### config.mk
export PLATFORM = sky130hd
export DESIGN_NAME = rwps_cell
export DESIGN_NICKNAME = d
export VERILOG_FILES = /design/src/rtl/assert_macros.svh /design/src/rtl/rwps_pkg.sv /design/src/rtl/rwps_cell.sv
export SDC_FILE = /design/constraint.sdc
export NUM_CORES = 1
export LEC_CHECK = 0
export BUFFER_PORTS_ARGS = -buffer_cell sky130_fd_sc_hd__buf_2
export CAP_MARGIN = 25
export CELL_PAD_IN_SITES_DETAIL_PLACEMENT = 0
export CELL_PAD_IN_SITES_GLOBAL_PLACEMENT = 2
export CORE_ASPECT_RATIO = 0.75
export CORE_UTILIZATION = 30
export DETAILED_ROUTE_END_ITERATION = 7
export MAX_ROUTING_LAYER = met4
export PLACE_DENSITY_LB_ADDON = 0.1
export SETUP_SLACK_MARGIN = 0.2
export SLEW_MARGIN = 20
export SYNTH_ARGS = -nofsm -noshare
export SYNTH_HDL_FRONTEND = slang
export SYNTH_SLANG_ARGS = --single-unit
### constraint.sdc
create_clock -name i_clk -period 8.9 [get_ports i_clk]
set_clock_uncertainty 0.2 [all_clocks]
set_input_delay 1.78 -clock i_clk [delete_from_list [all_inputs] [get_ports i_clk]]
set_output_delay 1.78 -clock i_clk [all_outputs]
set_load 0.01 [all_outputs]
### src/rtl/assert_macros.svh
// assertion macros shared by the rwps rtl
`ifndef ASSERT_MACROS_SVH
`define ASSERT_MACROS_SVH

// concurrent check, off while reset is held
`define RWPS_ASSERT(lbl, clk, rst_n, prop) \
    lbl: assert property (@(posedge clk) disable iff (!rst_n) (prop)) \
        else $error("rwps assertion failed");

// concurrent check that also holds during reset
`define RWPS_ASSERT_ALWAYS(lbl, clk, prop) \
    lbl: assert property (@(posedge clk) (prop)) \
        else $error("rwps assertion failed");

`endif

### src/rtl/rwps_pkg.sv
// shared types and constants of the roulette wheel pair select block
`timescale 1ns / 1ps
`default_nettype none

package rwps_pkg;

    // width of the one-based result indices on the ports
    localparam int OUT_INDEX_BITS = 9;

    // operation codes of an input item
    typedef enum logic [1:0] {
        FUNC_CLEAR  = 2'd0,
        FUNC_APPEND = 2'd1,
        FUNC_SELECT = 2'd2
    } t_func;

    // control part of the search token that walks the cell chain
    typedef struct packed {
        logic valid;
        logic found1;
        logic found2;
    } t_scan_flags;

endpackage

`default_nettype wire

### src/rtl/rwps_cell.sv
// one chain cell: holds a prefix sum and tests the passing search token against it
`timescale 1ns / 1ps
`default_nettype none

module rwps_cell #(
    parameter int TOTAL_BITS = 24,
    parameter int INDEX_BITS = 9
) (
    input  wire logic                    i_clk,
    input  wire logic                    i_rst_n,
    input  wire logic                    i_wr_en,
    input  wire logic [TOTAL_BITS-1:0]   i_wr_data,
    input  wire logic [INDEX_BITS-1:0]   i_count,
    input  wire logic [TOTAL_BITS-1:0]   i_draw1,
    input  wire logic [TOTAL_BITS-1:0]   i_draw2,
    input  wire rwps_pkg::t_scan_flags   i_flags,
    input  wire logic [INDEX_BITS-1:0]   i_pos,
    input  wire logic [INDEX_BITS-1:0]   i_idx1,
    input  wire logic [INDEX_BITS-1:0]   i_idx2,
    output rwps_pkg::t_scan_flags        o_flags,
    output logic [INDEX_BITS-1:0]        o_pos,
    output logic [INDEX_BITS-1:0]        o_idx1,
    output logic [INDEX_BITS-1:0]        o_idx2
);

    import rwps_pkg::*;

    logic [TOTAL_BITS-1:0] r_prefix;
    t_scan_flags           r_flags;
    logic [INDEX_BITS-1:0] r_pos;
    logic [INDEX_BITS-1:0] r_idx1;
    logic [INDEX_BITS-1:0] r_idx2;
    logic                  w_live;
    logic                  w_hit1;
    logic                  w_hit2;
    logic [INDEX_BITS-1:0] w_next_pos;

    // only entries below the fill count take part
    always_comb begin
        w_next_pos = i_pos + INDEX_BITS'(1);
        w_live     = i_flags.valid && (i_pos < i_count);
        w_hit1     = w_live && !i_flags.found1 && (r_prefix > i_draw1);
        w_hit2     = w_live && !i_flags.found2 && (r_prefix > i_draw2);
    end

    always_ff @(posedge i_clk) begin
        if (!i_rst_n) begin
            r_flags <= '0;
        end else begin
            r_flags.valid  <= i_flags.valid;
            r_flags.found1 <= i_flags.found1 || w_hit1;
            r_flags.found2 <= i_flags.found2 || w_hit2;
        end
    end

    always_ff @(posedge i_clk) begin
        if (i_wr_en) begin
            r_prefix <= i_wr_data;
        end
        r_pos  <= w_next_pos;
        r_idx1 <= w_hit1 ? w_next_pos : i_idx1;
        r_idx2 <= w_hit2 ? w_next_pos : i_idx2;
    end

    assign o_flags = r_flags;
    assign o_pos   = r_pos;
    assign o_idx1  = r_idx1;
    assign o_idx2  = r_idx2;

endmodule

`default_nettype wire

Yosys cells after proc, flatten, opt, wreduce, memory -nomap -nowiden. Cells that the tools add are included.

Flip-flop bits (word level): 54. Input port bits: 114. Output and inout port bits: 30. Logic and storage cells: 22.

Add/subtract/negate cells: 1. Magnitude comparators: 3. Multiplexer cells: 2. Reductions and logical operators: 9.

Operators with widths (number): $gt A24 B24 Y1 (2); $mux W9 (2); $add A9 B1 Y9 const B (1); $lt A9 B9 Y1 (1); $logic_and A1 B1 Y1 (5); $logic_not A1 Y1 (2); $logic_or A1 B1 Y1 (2).

Logic depth before layout (Yosys ltp).
Word-level depth: 5. Depth in mapped cells: 8. Depth with buffers taken out: 8.

Worst setup path after synthesis. Ideal clock, no wire load.

Kind: input to register. Start point: input port i_draw1[11]. End point: register r_idx1[0], in the netlist o_idx1[0]. Library setup time: 0.121 ns. Arrival: 3.811 ns. Data required time: 8.579 ns. Setup slack: 4.768 ns. Cell stages on the path: 8. Buffers on the path: 0. Cells stage by stage: inv_1 -> ha_1 -> and3_1 -> a221o_1 -> a221o_1 -> or4_4 -> nand4b_4 -> mux2_2.

Cells in the longest elaborated chain, start to end: 3.

Ends and longest elaborated chain: start: declaration (line rwps_cell.sv:14) `input wire logic [TOTAL_BITS-1:0] i_draw1,`; $gt A24 B24 Y1 (line rwps_cell.sv:42) `w_hit1 = w_live && !i_flags.found1 && (r_prefix > i_draw1);`; $logic_and A1 B1 Y1 (line rwps_cell.sv:42); $mux W9 (line rwps_cell.sv:61) `r_idx1 <= w_hit1 ? w_next_pos : i_idx1;`; end signal: assignment (line rwps_cell.sv:61); end: declaration (line rwps_cell.sv:31) `logic [INDEX_BITS-1:0] r_idx1;`.

No other way between the ends. A chain may end at the register's enable or synchronous reset.

Final worst setup path.
Start point: input port i_draw2[23]. End point: register r_idx2[6], in the netlist o_idx2[6].

Cells in the longest elaborated chain, start to end: 3.

Ends and longest elaborated chain: start: declaration (line rwps_cell.sv:15) `input wire logic [TOTAL_BITS-1:0] i_draw2,`; $gt A24 B24 Y1 (line rwps_cell.sv:43) `w_hit2 = w_live && !i_flags.found2 && (r_prefix > i_draw2);`; $logic_and A1 B1 Y1 (line rwps_cell.sv:43); $mux W9 (line rwps_cell.sv:62) `r_idx2 <= w_hit2 ? w_next_pos : i_idx2;`; end signal: assignment (line rwps_cell.sv:62); end: declaration (line rwps_cell.sv:32) `logic [INDEX_BITS-1:0] r_idx2;`.

No other way between the ends.

==> results_dict.tcl <==
set metrics [dict create \
    grt_pass1_wl_um 12200 \
    synthTopCellsByCount "inv_1 (60), ha_1 (57), dfxtp_1 (30), edfxtp_1 (24), a21oi_1 (20)" \
    synth_seq_area_share_pct 42.4 \
    synth_ff_type "dfxtp_1" \
    post-place-ws_ns 4.27 \
    max_slew_margin_pct 52.9 \
    die_h_um 90.2 \
    layout-area-overhead-vs-synth_pct 33.2 \
    critPathLaunchType "input pin" \
    root_buffer "clkbuf_16" \
    ctsHoldBuffers 0 \
    hold_path.class "flip-flop to flip-flop" \
    cts_tree "done" \
    finalNetCount 613 \
    num_io_pins 144 \
    insertion_delay_ns 0.29 \
    cts_buffer_depth 2 \
    wl_per_cell_um 13.3 \
    die_x_um 120 \
    layout_setup_ws_ns 4.69 \
    hold_depth 5 \
    yosysTopAreaCell "edfxtp_1" \
    p_per_area_mw_per_mm2 148 \
    grt_max_degree 25 \
    drv_cap 0 \
    initial_core_util_pct 31.6 \
    routed_via_density 4.30 \
    tightest_slew_ns 0.700 \
    seqCellArea_mm2 0.00132 \
    wl_met1_um 3720 \
    core_region_area_mm2 0.00985 \
    vias 2473 \
    ys_top_cells_by_area "edfxtp_1 (23%), ha_1 (23%), dfxtp_1 (19%), inv_1 (7.2%), mux2_2 (6.5%)" \
    grt_remaining_overflow 0 \
    nFillCells 1033 \
    ys_types 35 \
    yosysMostFrequentCell "inv_1" \
    synth_nets 463 \
    ant_nets 0 \
    drive_gt1_share_pct 39.1 \
    highest_layer "met4" \
    synth_top_area_share_pct 23.2 \
    htree_levels 2 \
    route.detailed.drc 0 \
    finalHoldViolations 0 \
    io_buffers 143 \
    worstPathMaxFanout 10 \
    yosysWarnings 0 \
    async_flop_share_pct 0 \
    antenna_found_initial 0 \
    track_usage_pct 15.1 \
    gp_congestion 0.741 \
    syn_area_mm2 0.00311 \
    place_area_mm2 0.00399 \
    final_util_pct 42.1 \
    fmax_mhz 238 \
    endpoint_kind "flip-flop" \
    cts.sinks 54 \
    finalCritPeriodShare_pct 47.3 \
    synth_edf_count 24 \
    cts_inserted_buffers 5 \
    post_cts.repair.setup_buffers 0 \
    whs_ns 0.888 \
    cp_data_required_time_ns 8.88 \
    synth_seq_cells 54 \
    rsz0062_at_grt "false" \
    first_pass_iters 4 \
    wl_met3_um 411 \
    finalCriticalPeriod_ns 4.21 \
    clkTransAtPathRegs_ns 0.07 \
    drt_wl_total_um 7620 \
    fin_area_mm2 0.00415 \
    synth_area_per_cell_um2 10.7 \
    insertedDiodeCount 0 \
    drt_iter0_drc 45 \
    fp-row-count 31 \
    ctsResizeCount 0 \
    status "complete, no violations" \
    grt_pass1_vias 2485 \
    multi_input_area_mm2 0.00157 \
    tns_ns 0 \
    synth_cells 292 \
    wl_met2_um 3440 \
    reg2reg_depth 7 \
    peakVddDrop_v 0.0000693 \
    criticalPathCategory "input pin to flip-flop" \
    leakagePower_nw 2.18 \
    setup_viol 0 \
    dpl.hpwl_um 6540 \
    worstPathArrival_ns 4.19 \
    slew_violations 0 \
    die_area_mm2 0.0108 \
]
[power by group]
group / total, W / leakage (nW) / internal (W) / switching (W)
combinational: 0.000125 / 1.61 / 0.0000633 / 0.0000613
sequential: 0.000287 / 0.488 / 0.000279 / 0.00000814
clock: 0.000203 / 0.0778 / 0.000113 / 0.0000893
[state kept, by name, summed over array words and instances (netlist names)]
name	flops
r_prefix	24
o_idx1	9
o_idx2	9
o_pos	9
o_flags	3
[logic make-up after synthesis]
family | after synthesis | share of synthesized area [%]
buffers and inverters | 60 | 7.23
adders and majority gates | 57 | 22.9
DFF | 54 | 42.4
and+or+nand+nor | 49 | 9.04
AOI/OAI and AO/OA | 47 | 9.89
muxes | 18 | 6.51
xor gates and xnor gates | 7 | 1.97
[layout make-up]
type | count | area share (%)
Clock buffer | 6 | 3.35
Timing Repair Buffer | 143 | 17.3
Inverter | 60 | 5.43
Tap cell | 132 | 3.98
Clock inverter | 2 | 0.362
Sequential cell | 54 | 31.9
Multi-Input combinational cell | 178 | 37.8
[path summary, 6_finish.rpt]
check	from	endpoint	slack, ns
max reg2reg	r_prefix[23]	o_idx2[6]	5.86
max	i_draw2[23]	o_idx2[6]	4.69
min reg2reg	r_prefix[0]	o_flags[0]	0.89
min	r_prefix[0]	o_flags[0]	0.89
[layout by cell type, fill, tap and decap left out, types with 2 or more instances in the layout]
cell type	n
buf_2	143
inv_1	60
ha_1	57
dfxtp_1	30
edfxtp_1	24
a21oi_1	20
mux2_2	18
nand2_1	14
nand4_1	8
nand3_1	7
xnor2_1	6
o21ai_0	5
clkbuf_16	5
nor2_1	4
o21a_1	3
a21o_1	3
a211oi_1	3
and3_1	2
and2_1	2
and4_1	2
nor2b_1	2
nand2b_1	2
o2111ai_1	2
o211ai_1	2
nor3_1	2
a221o_1	2
a21boi_0	2
[routing by layer]
metal / up-vias / GRT usage, %
met5: - / -
met4: 0 / 3.44
met3: 4 / 3.55
met2: 67 / 23.4
met1: 1074 / 19.9
li1: 1328 / -
[stage by stage]
| stage | instances | total power, W |
|---|---|---|
| after floorplan | 292 | 0.000362 |
| after global placement | 567 | 0.000419 |
| after detailed placement | 567 | 0.000420 |
| after CTS | 575 | 0.000628 |
| after global routing | 575 | 0.000655 |
| final | 575 | 0.000615 |
[worst max-delay path: stages]
cell       delay, ns
buf_2           0.07
inv_1           0.03
ha_1            0.30
nand4_1         0.15
nor4_1          0.66
a22oi_1         0.18
o2111ai_1       0.20
o2111ai_2       0.40
mux2_2          0.40
No activity file was read; power rests on OpenSTA's default activity.
