==> config.mk <==
export PLATFORM = sky130hd
export DESIGN_NAME = rwps_scaler
export DESIGN_NICKNAME = d
export VERILOG_FILES = /design/src/rtl/assert_macros.svh /design/src/rtl/rwps_scaler.sv
export SDC_FILE = /design/constraint.sdc
export NUM_CORES = 1
export LEC_CHECK = 0
export BUFFER_PORTS_ARGS = -buffer_cell sky130_fd_sc_hd__buf_2
export CORE_AREA = 2 2 173 175
export DETAILED_ROUTE_END_ITERATION = 8
export DIE_AREA = 0 0 175 177
export PLACE_DENSITY_LB_ADDON = 0.12
export SLEW_MARGIN = 20
export SYNTH_ARGS = -nofsm -noshare
export SYNTH_HDL_FRONTEND = slang
export SYNTH_SLANG_ARGS = --single-unit
==> constraint.sdc <==
create_clock -name i_clk -period 6.08 [get_ports i_clk]
set_input_delay 0.912 -clock i_clk [delete_from_list [all_inputs] [get_ports i_clk]]
set_output_delay 0.912 -clock i_clk [all_outputs]
set_load 0.02 [all_outputs]
==> src/rtl/assert_macros.svh <==
// assertion macros shared by the rwps rtl
`ifndef ASSERT_MACROS_SVH
`define ASSERT_MACROS_SVH

// concurrent check, off while reset is held
`define RWPS_ASSERT(lbl, clk, rst_n, prop) \
    lbl: assert property (@(posedge clk) disable iff (!rst_n) (prop)) \
        else $error("rwps assertion failed");

// concurrent check that also holds during reset
`define RWPS_ASSERT_ALWAYS(lbl, clk, prop) \
    lbl: assert property (@(posedge clk) (prop)) \
        else $error("rwps assertion failed");

`endif

==> src/rtl/rwps_scaler.sv <==
// shift-add scaler: draw = floor(fraction * total / 2^FRACTION_BITS) for two fractions
`timescale 1ns / 1ps
`default_nettype none

module rwps_scaler #(
    parameter int FRACTION_BITS = 16,
    parameter int TOTAL_BITS    = 24
) (
    input  wire logic                     i_clk,
    input  wire logic                     i_rst_n,
    input  wire logic                     i_start,
    input  wire logic [FRACTION_BITS-1:0] i_frac1,
    input  wire logic [FRACTION_BITS-1:0] i_frac2,
    input  wire logic [TOTAL_BITS-1:0]    i_total,
    output logic                          o_done,
    output logic [TOTAL_BITS-1:0]         o_draw1,
    output logic [TOTAL_BITS-1:0]         o_draw2
);

    localparam int AW = FRACTION_BITS + TOTAL_BITS;
    localparam int SW = $clog2(FRACTION_BITS + 1);

    logic [SW-1:0]            r_step;
    logic                     r_done;
    logic [FRACTION_BITS-1:0] r_f1;
    logic [FRACTION_BITS-1:0] r_f2;
    logic [TOTAL_BITS-1:0]    r_total;
    logic [AW-1:0]            r_acc1;
    logic [AW-1:0]            r_acc2;
    logic [AW-1:0]            n_acc1;
    logic [AW-1:0]            n_acc2;

    // one multiplier bit per cycle, msb first
    always_comb begin
        n_acc1 = {r_acc1[AW-2:0], 1'b0} + (r_f1[FRACTION_BITS-1] ? AW'(r_total) : '0);
        n_acc2 = {r_acc2[AW-2:0], 1'b0} + (r_f2[FRACTION_BITS-1] ? AW'(r_total) : '0);
    end

    always_ff @(posedge i_clk) begin
        if (!i_rst_n) begin
            r_step <= '0;
            r_done <= 1'b0;
        end else begin
            // done pulses with the last step
            r_done <= !i_start && (r_step == SW'(1));
            if (i_start) begin
                r_step  <= SW'(FRACTION_BITS);
                r_f1    <= i_frac1;
                r_f2    <= i_frac2;
                r_total <= i_total;
                r_acc1  <= '0;
                r_acc2  <= '0;
            end else if (r_step != '0) begin
                r_step <= r_step - SW'(1);
                r_f1   <= {r_f1[FRACTION_BITS-2:0], 1'b0};
                r_f2   <= {r_f2[FRACTION_BITS-2:0], 1'b0};
                r_acc1 <= n_acc1;
                r_acc2 <= n_acc2;
            end
        end
    end

    assign o_done  = r_done;
    assign o_draw1 = r_acc1[FRACTION_BITS +: TOTAL_BITS];
    assign o_draw2 = r_acc2[FRACTION_BITS +: TOTAL_BITS];

endmodule

`default_nettype wire

==> After elaboration in Yosys (flattened, before gate mapping) <==
Cells that the tools add are included.
{ "word_totals": {"regBits": 142, "latch_bits": 0, "ram_bits": 0, "mem_bits_ro": 0, "out_inout_bits": 49, "wordCells": 30, "mem_count": 0} }
{ "classes": {"add_sub_neg": 3, "mul": 0, "n_div": 0, "magnitude_cmp": 0, "eq_ne": 1, "shifts": 0, "muxes": 10, "n_bitwise": 1, "n_reduce_logical": 7} }
{ "ops": {"columns": ["op", "n"], "rows": [
  ["40-bit by 24-bit adder with 40-bit output", 2],
  ["40-bit two-way mux", 2],
  ["16-bit two-way mux", 4],
  ["24-bit two-way mux", 2],
  ["5-bit two-way mux", 2],
  ["5-bit by 1-bit equality test with 1-bit output (second input constant)", 1],
  ["5-bit nonzero test", 1],
  ["5-bit by 1-bit subtractor with 5-bit output (second input constant)", 1],
  ["2-bit AND reduction", 2],
  ["2-bit nonzero test", 1],
  ["2-bit OR reduction", 1],
  ["1-bit logical AND", 1],
  ["1-bit logical NOT", 1],
  ["1-bit NOT", 1]
]} }

==> Depth between registers and ports, before layout <==
{ "depth": {"depth_word": 3, "mapped_depth": 14, "ltp_nobuf": 13} }

==> Least setup slack after synthesis <==
Ideal clock, no wire load.
{ "synth_path": {"path_type": "input to register", "from": "in i_start", "to": "reg r_acc1[0], enable pin", "setup_time_ps": 481, "arrival_ps": 4070, "required_time_ps": 5599, "path_slack_ps": 1529, "stages": 3, "n_path_buf": 2, "path_cell_list": "clkbuf_1 clkbuf_1 o21a_1"} }
{ "synth_between": {"elab_chain_cells": 2} }
{ "synth_lines": {"columns": ["item", "line", "source"], "rows": [
  ["from (decl)", "rwps_scaler.sv:11", "input wire logic i_start,"],
  ["2-bit nonzero test (no line)", null, null],
  ["2-bit AND reduction (no line)", null, null],
  ["to (signal assigned)", "rwps_scaler.sv:57", "r_acc1 <= n_acc1;"],
  ["to (decl)", "rwps_scaler.sv:28", "logic [AW-1:0] r_acc1;"]
]} }
No other way between the ends.
A chain may end at the register's enable or synchronous reset.

==> Worst setup path after layout <==
{ "layout_path": {"from": "reg r_f1[15]", "to": "reg r_acc1[33], data pin"} }
{ "layout_between": {"elab_chain_cells": 3} }
{ "layout_lines": {"columns": ["item", "line", "source"], "rows": [
  ["from (decl)", "rwps_scaler.sv:25", "logic [FRACTION_BITS-1:0] r_f1;"],
  ["from (signal assigned)", "rwps_scaler.sv:48", "r_f1 <= i_frac1;"],
  ["from (signal assigned)", "rwps_scaler.sv:55", "r_f1 <= {r_f1[FRACTION_BITS-2:0], 1'b0};"],
  ["24-bit two-way mux", "rwps_scaler.sv:35", "n_acc1 = {r_acc1[AW-2:0], 1'b0} + (r_f1[FRACTION_BITS-1] ? AW'(r_total) : '0);"],
  ["40-bit by 24-bit adder with 40-bit output", "rwps_scaler.sv:35", null],
  ["40-bit two-way mux", "rwps_scaler.sv:53", "end else if (r_step != '0) begin"]
]} }
No other way between the ends. The select of a mux whose other input is x is not followed.

==> results.md <==
* Worst EP arrival at 3.75 ns
* PwrDens at 402 nW/µm²
* Resize count post-CTS at 0
* Clock network power share at 0.266
* Top-count cell post-synth: edfxtp_1
* Power consumption at 3920 µW
* Core ar. at 29200 µm²
* Iter 0 DRT Violations at 228
* Final wirelength at 19000 µm
* Synth area leaders: edfxtp_1, ha_1, buf_4
* Post-synth top flop: edfxtp_1
* Share of synthesized cell area in and, or, nand and nor gates at 0.157
* Crit-path max FO at 24
* # H-tree levels at 4
* Drt drc at 0
* XOR/XNOR Fraction of Synth Area at 0.0663
* Largest family of logic cells by synthesized area: simple AND/OR/NAND/NOR gates
* Cell area after synthesis at 8590 µm²
* RR Endpoint: r_acc1[33]$_SDFFCE_PP0P_
* Peak VDD IR at 0.000155 V
* Syn Inst Count at 778
* First-pass GRT wire length at 30700 µm
* Yosys top cell area share at 0.476
* Setup TNS at 0 ns
* Final ANT Viol Nets at 0
* Drt wl/cell at 15.4 µm
* Net Count, Synth at 888
* Mapped Avg Cell Area at 11.0 µm²
* Post-synthesis register bit count at 142
* Total of max-cap violations at 0
* Final core occ at 0.334
* Pre-CTS WS at 2.49 ns
* Cell row count at 63
* CTS tree: built
* Total congestion overflow at 0
* Clock Latency Late Sink at 0.42 ns
* Post-CTS Setup Bufs at 0
* Min-delay worst type: flop to flop
* Area grow syn2layout at 13.7%
* Synth cell count leaders: edfxtp_1, nor2_1, and2_1
* M1 WL at 9110 µm
* Min cycle time layout at 3.60 ns
* Fin. Hold Viols at 0
* Nets at 947
* Vias at 5674
* Req. time, crit path at 6.23 ns
* Post-synth EDFFs at 136
* Die height at 177 µm
* CTS Root Cell: clkbuf_16
* CP endpoint kind: flop
* Post-Synth Adder-Cell Area at 0.0761
* P_leak at 0.00387 µW
* Library cells used by synthesis at 65
* Skew final at 0.0104 ns
* Final worst-path cycle share at 0.592
* Clock Sinks at 142
* FF-to-FF path depth at 13
* Total GRT Usage at 0.127
* RSZ-0062 raised after global routing: false
* Compound-Gate Fraction of Synth Area at 0.113
* Slowest cell on crit path: edfxtp_1
* Worst-path cell chain: and2_1 > ha_1 > inv_1 > fa_1 > nor2b_1 > o2111ai_1 > a31oi_1 > a2bb2oi_1 > o22ai_1 > o31a_1 > nand4_1 > xor2_1 > nor2_1
* Post-Layout Cell Count at 1240
* # port buffers at 107
* Fmax at 0.278 GHz
* Die width at 175 µm
* Number of global-route vias before repair at 5805
* # hold bufs at CTS at 0
* Combinational cell fraction of total power at 0.349
* Drt first pass iters at 4
* Sw power at 1390 µW
* Met3 wire length at 574 µm
* DP HPWL at 13600 µm
* Via-per-instance ratio at 4.58
* I/O pins at 108
* Dominant cell type by area after synthesis: edfxtp_1
* Max-slew headroom at 0.417
* DR top layer: met4
* Cell-internal power at 2530 µW
* Sequential-to-total area share from yosys stat at 0.490
* CTS max path bufs at 2
* Status: finished clean
* Layout cells sized above 1 at 0.225
* Multiplexer share of the synthesized area at 0.0393
* Die area at 31000 µm²
* Worst Setup Start Kind: flop
* Final setup viols at 0
* Critical Path Sink: r_acc1[33]$_SDFFCE_PP0P_
* Worst r2r src: r_f1[15]$_DFFE_PP_
* WS Path Type: flop to flop
* Worst-path clk slew at 0.06 ns
* TritonCTS Buffers at 17
* R2r setup slk at 2.48 ns
* Synth Warn # at 0
* Async SR Flop Fraction at 0
* Placed insts at 1208
* N_diodes at 0
* Largest net degree at the start of global routing at 76
* Crit path from: r_f1[15]$_DFFE_PP_
* Least-Margin Pin Slew at 0.875 ns
* Initial antenna violation count at 0
* Initial cell density of the core at 0.294
* Worst setup margin at 2.48 ns
* GPL Wtd Cong at 0.768
* Net Sw Frac at 0.354
* Reg power frac at 0.385
* Slew Limit Fails at 0
* Critical path's largest stage delay at 0.68 ns
* DR WL met2 at 9140 µm
-- flip-flops by register name (all words and copies together), names as in the netlist --
register and cells:
r_total 24, r_f2 16, r_step 5, r_acc2 40, r_acc1 40, o_done 1
r_f1 16
-- stage by stage --
stage,cell area (µm²),hold WS [ns]
floorplan,8590,0.484
global placement,9190,0.510
detailed placement,9190,0.507
CTS,9760,0.512
global route,9760,0.525
finish,9760,0.512
-- area by class of cell --
| cell class | instances | area, µm² |
|---|---|---|
| Clock buffer | 19 | 433 |
| Clock inverter | 13 | 141 |
| Fill cell | 2989 | 19500 |
| Inverter | 12 | 45.0 |
| Multi-Input combinational cell | 553 | 3880 |
| Sequential cell | 142 | 4200 |
| Tap cell | 390 | 488 |
| Timing Repair Buffer | 111 | 568 |
-- routing by layer --
layer  track usage  vias to the layer above
met3        0.0226                       17
met4        0.0375                        0
li1              -                     2877
met5             0                        -
met1         0.163                     2695
met2         0.217                       85
-- worst min-delay path by stage --
stage	slack, ns	start	to	cells past startpoint
global placement	0.51	r_step[1]$_SDFFE_PP0P_	r_step[1]$_SDFFE_PP0P_	2
CTS	0.51	r_step[1]$_SDFFE_PP0P_	r_step[1]$_SDFFE_PP0P_	2
finish	0.51	r_step[1]$_SDFFE_PP0P_	r_step[1]$_SDFFE_PP0P_	2
global route	0.53	r_step[1]$_SDFFE_PP0P_	r_step[1]$_SDFFE_PP0P_	2
floorplan	0.48	r_step[1]$_SDFFE_PP0P_	r_step[1]$_SDFFE_PP0P_	2
detailed placement	0.51	r_step[1]$_SDFFE_PP0P_	r_step[1]$_SDFFE_PP0P_	2
-- logic make-up (layout without fill, tap and decap cells) --
| logic type | Yosys count | count (layout) |
|---|---|---|
| AND/OR/NAND/NOR | 267 | 267 |
| multiplexers | 30 | 30 |
| buffers and inverters | 83 | 155 |
| flip-flops | 142 | 142 |
| adder cells (fa/ha/maj) | 51 | 51 |
| XOR/XNOR | 65 | 65 |
| AO/OA/AOI/OAI | 140 | 140 |
-- power groups by stage --
stage | Clock (µW) | Combinational, µW | Sequential (µW)
after floorplan | 0 | 1180 | 1490
after global placement | 0 | 1400 | 1540
after detailed placement | 0 | 1390 | 1540
after CTS | 1080 | 1400 | 1520
after global routing | 1120 | 1540 | 1550
final | 1040 | 1370 | 1510
-- layout by cell type (no fill, tap or decap), types with 8 or more instances in the layout --
master,synthesis,routed
nor2_1,85,85
buf_2,3,106
a21oi_1,44,44
nand4_1,8,8
inv_1,12,12
nor2b_1,9,9
o21ai_0,24,24
xnor2_1,29,29
xor2_1,36,36
nand3_1,13,13
nor3_1,11,11
a21o_1,23,23
or3_1,8,8
and2_1,53,53
mux2_2,30,30
a31oi_1,9,9
edfxtp_1,136,136
nand2_1,52,52
clkbuf_16,0,17
ha_1,49,49
-- worst max-delay path, delay by kind of cell, from the launching register on --
kind	cells	cell delay, ns
compound gates	5	1.31
xor+xnor	1	0.15
buf+inv	1	0.05
simple gates	4	0.62
flops	1	0.68
fa+ha+maj	2	0.53
(Power assumes the default switching activity.)
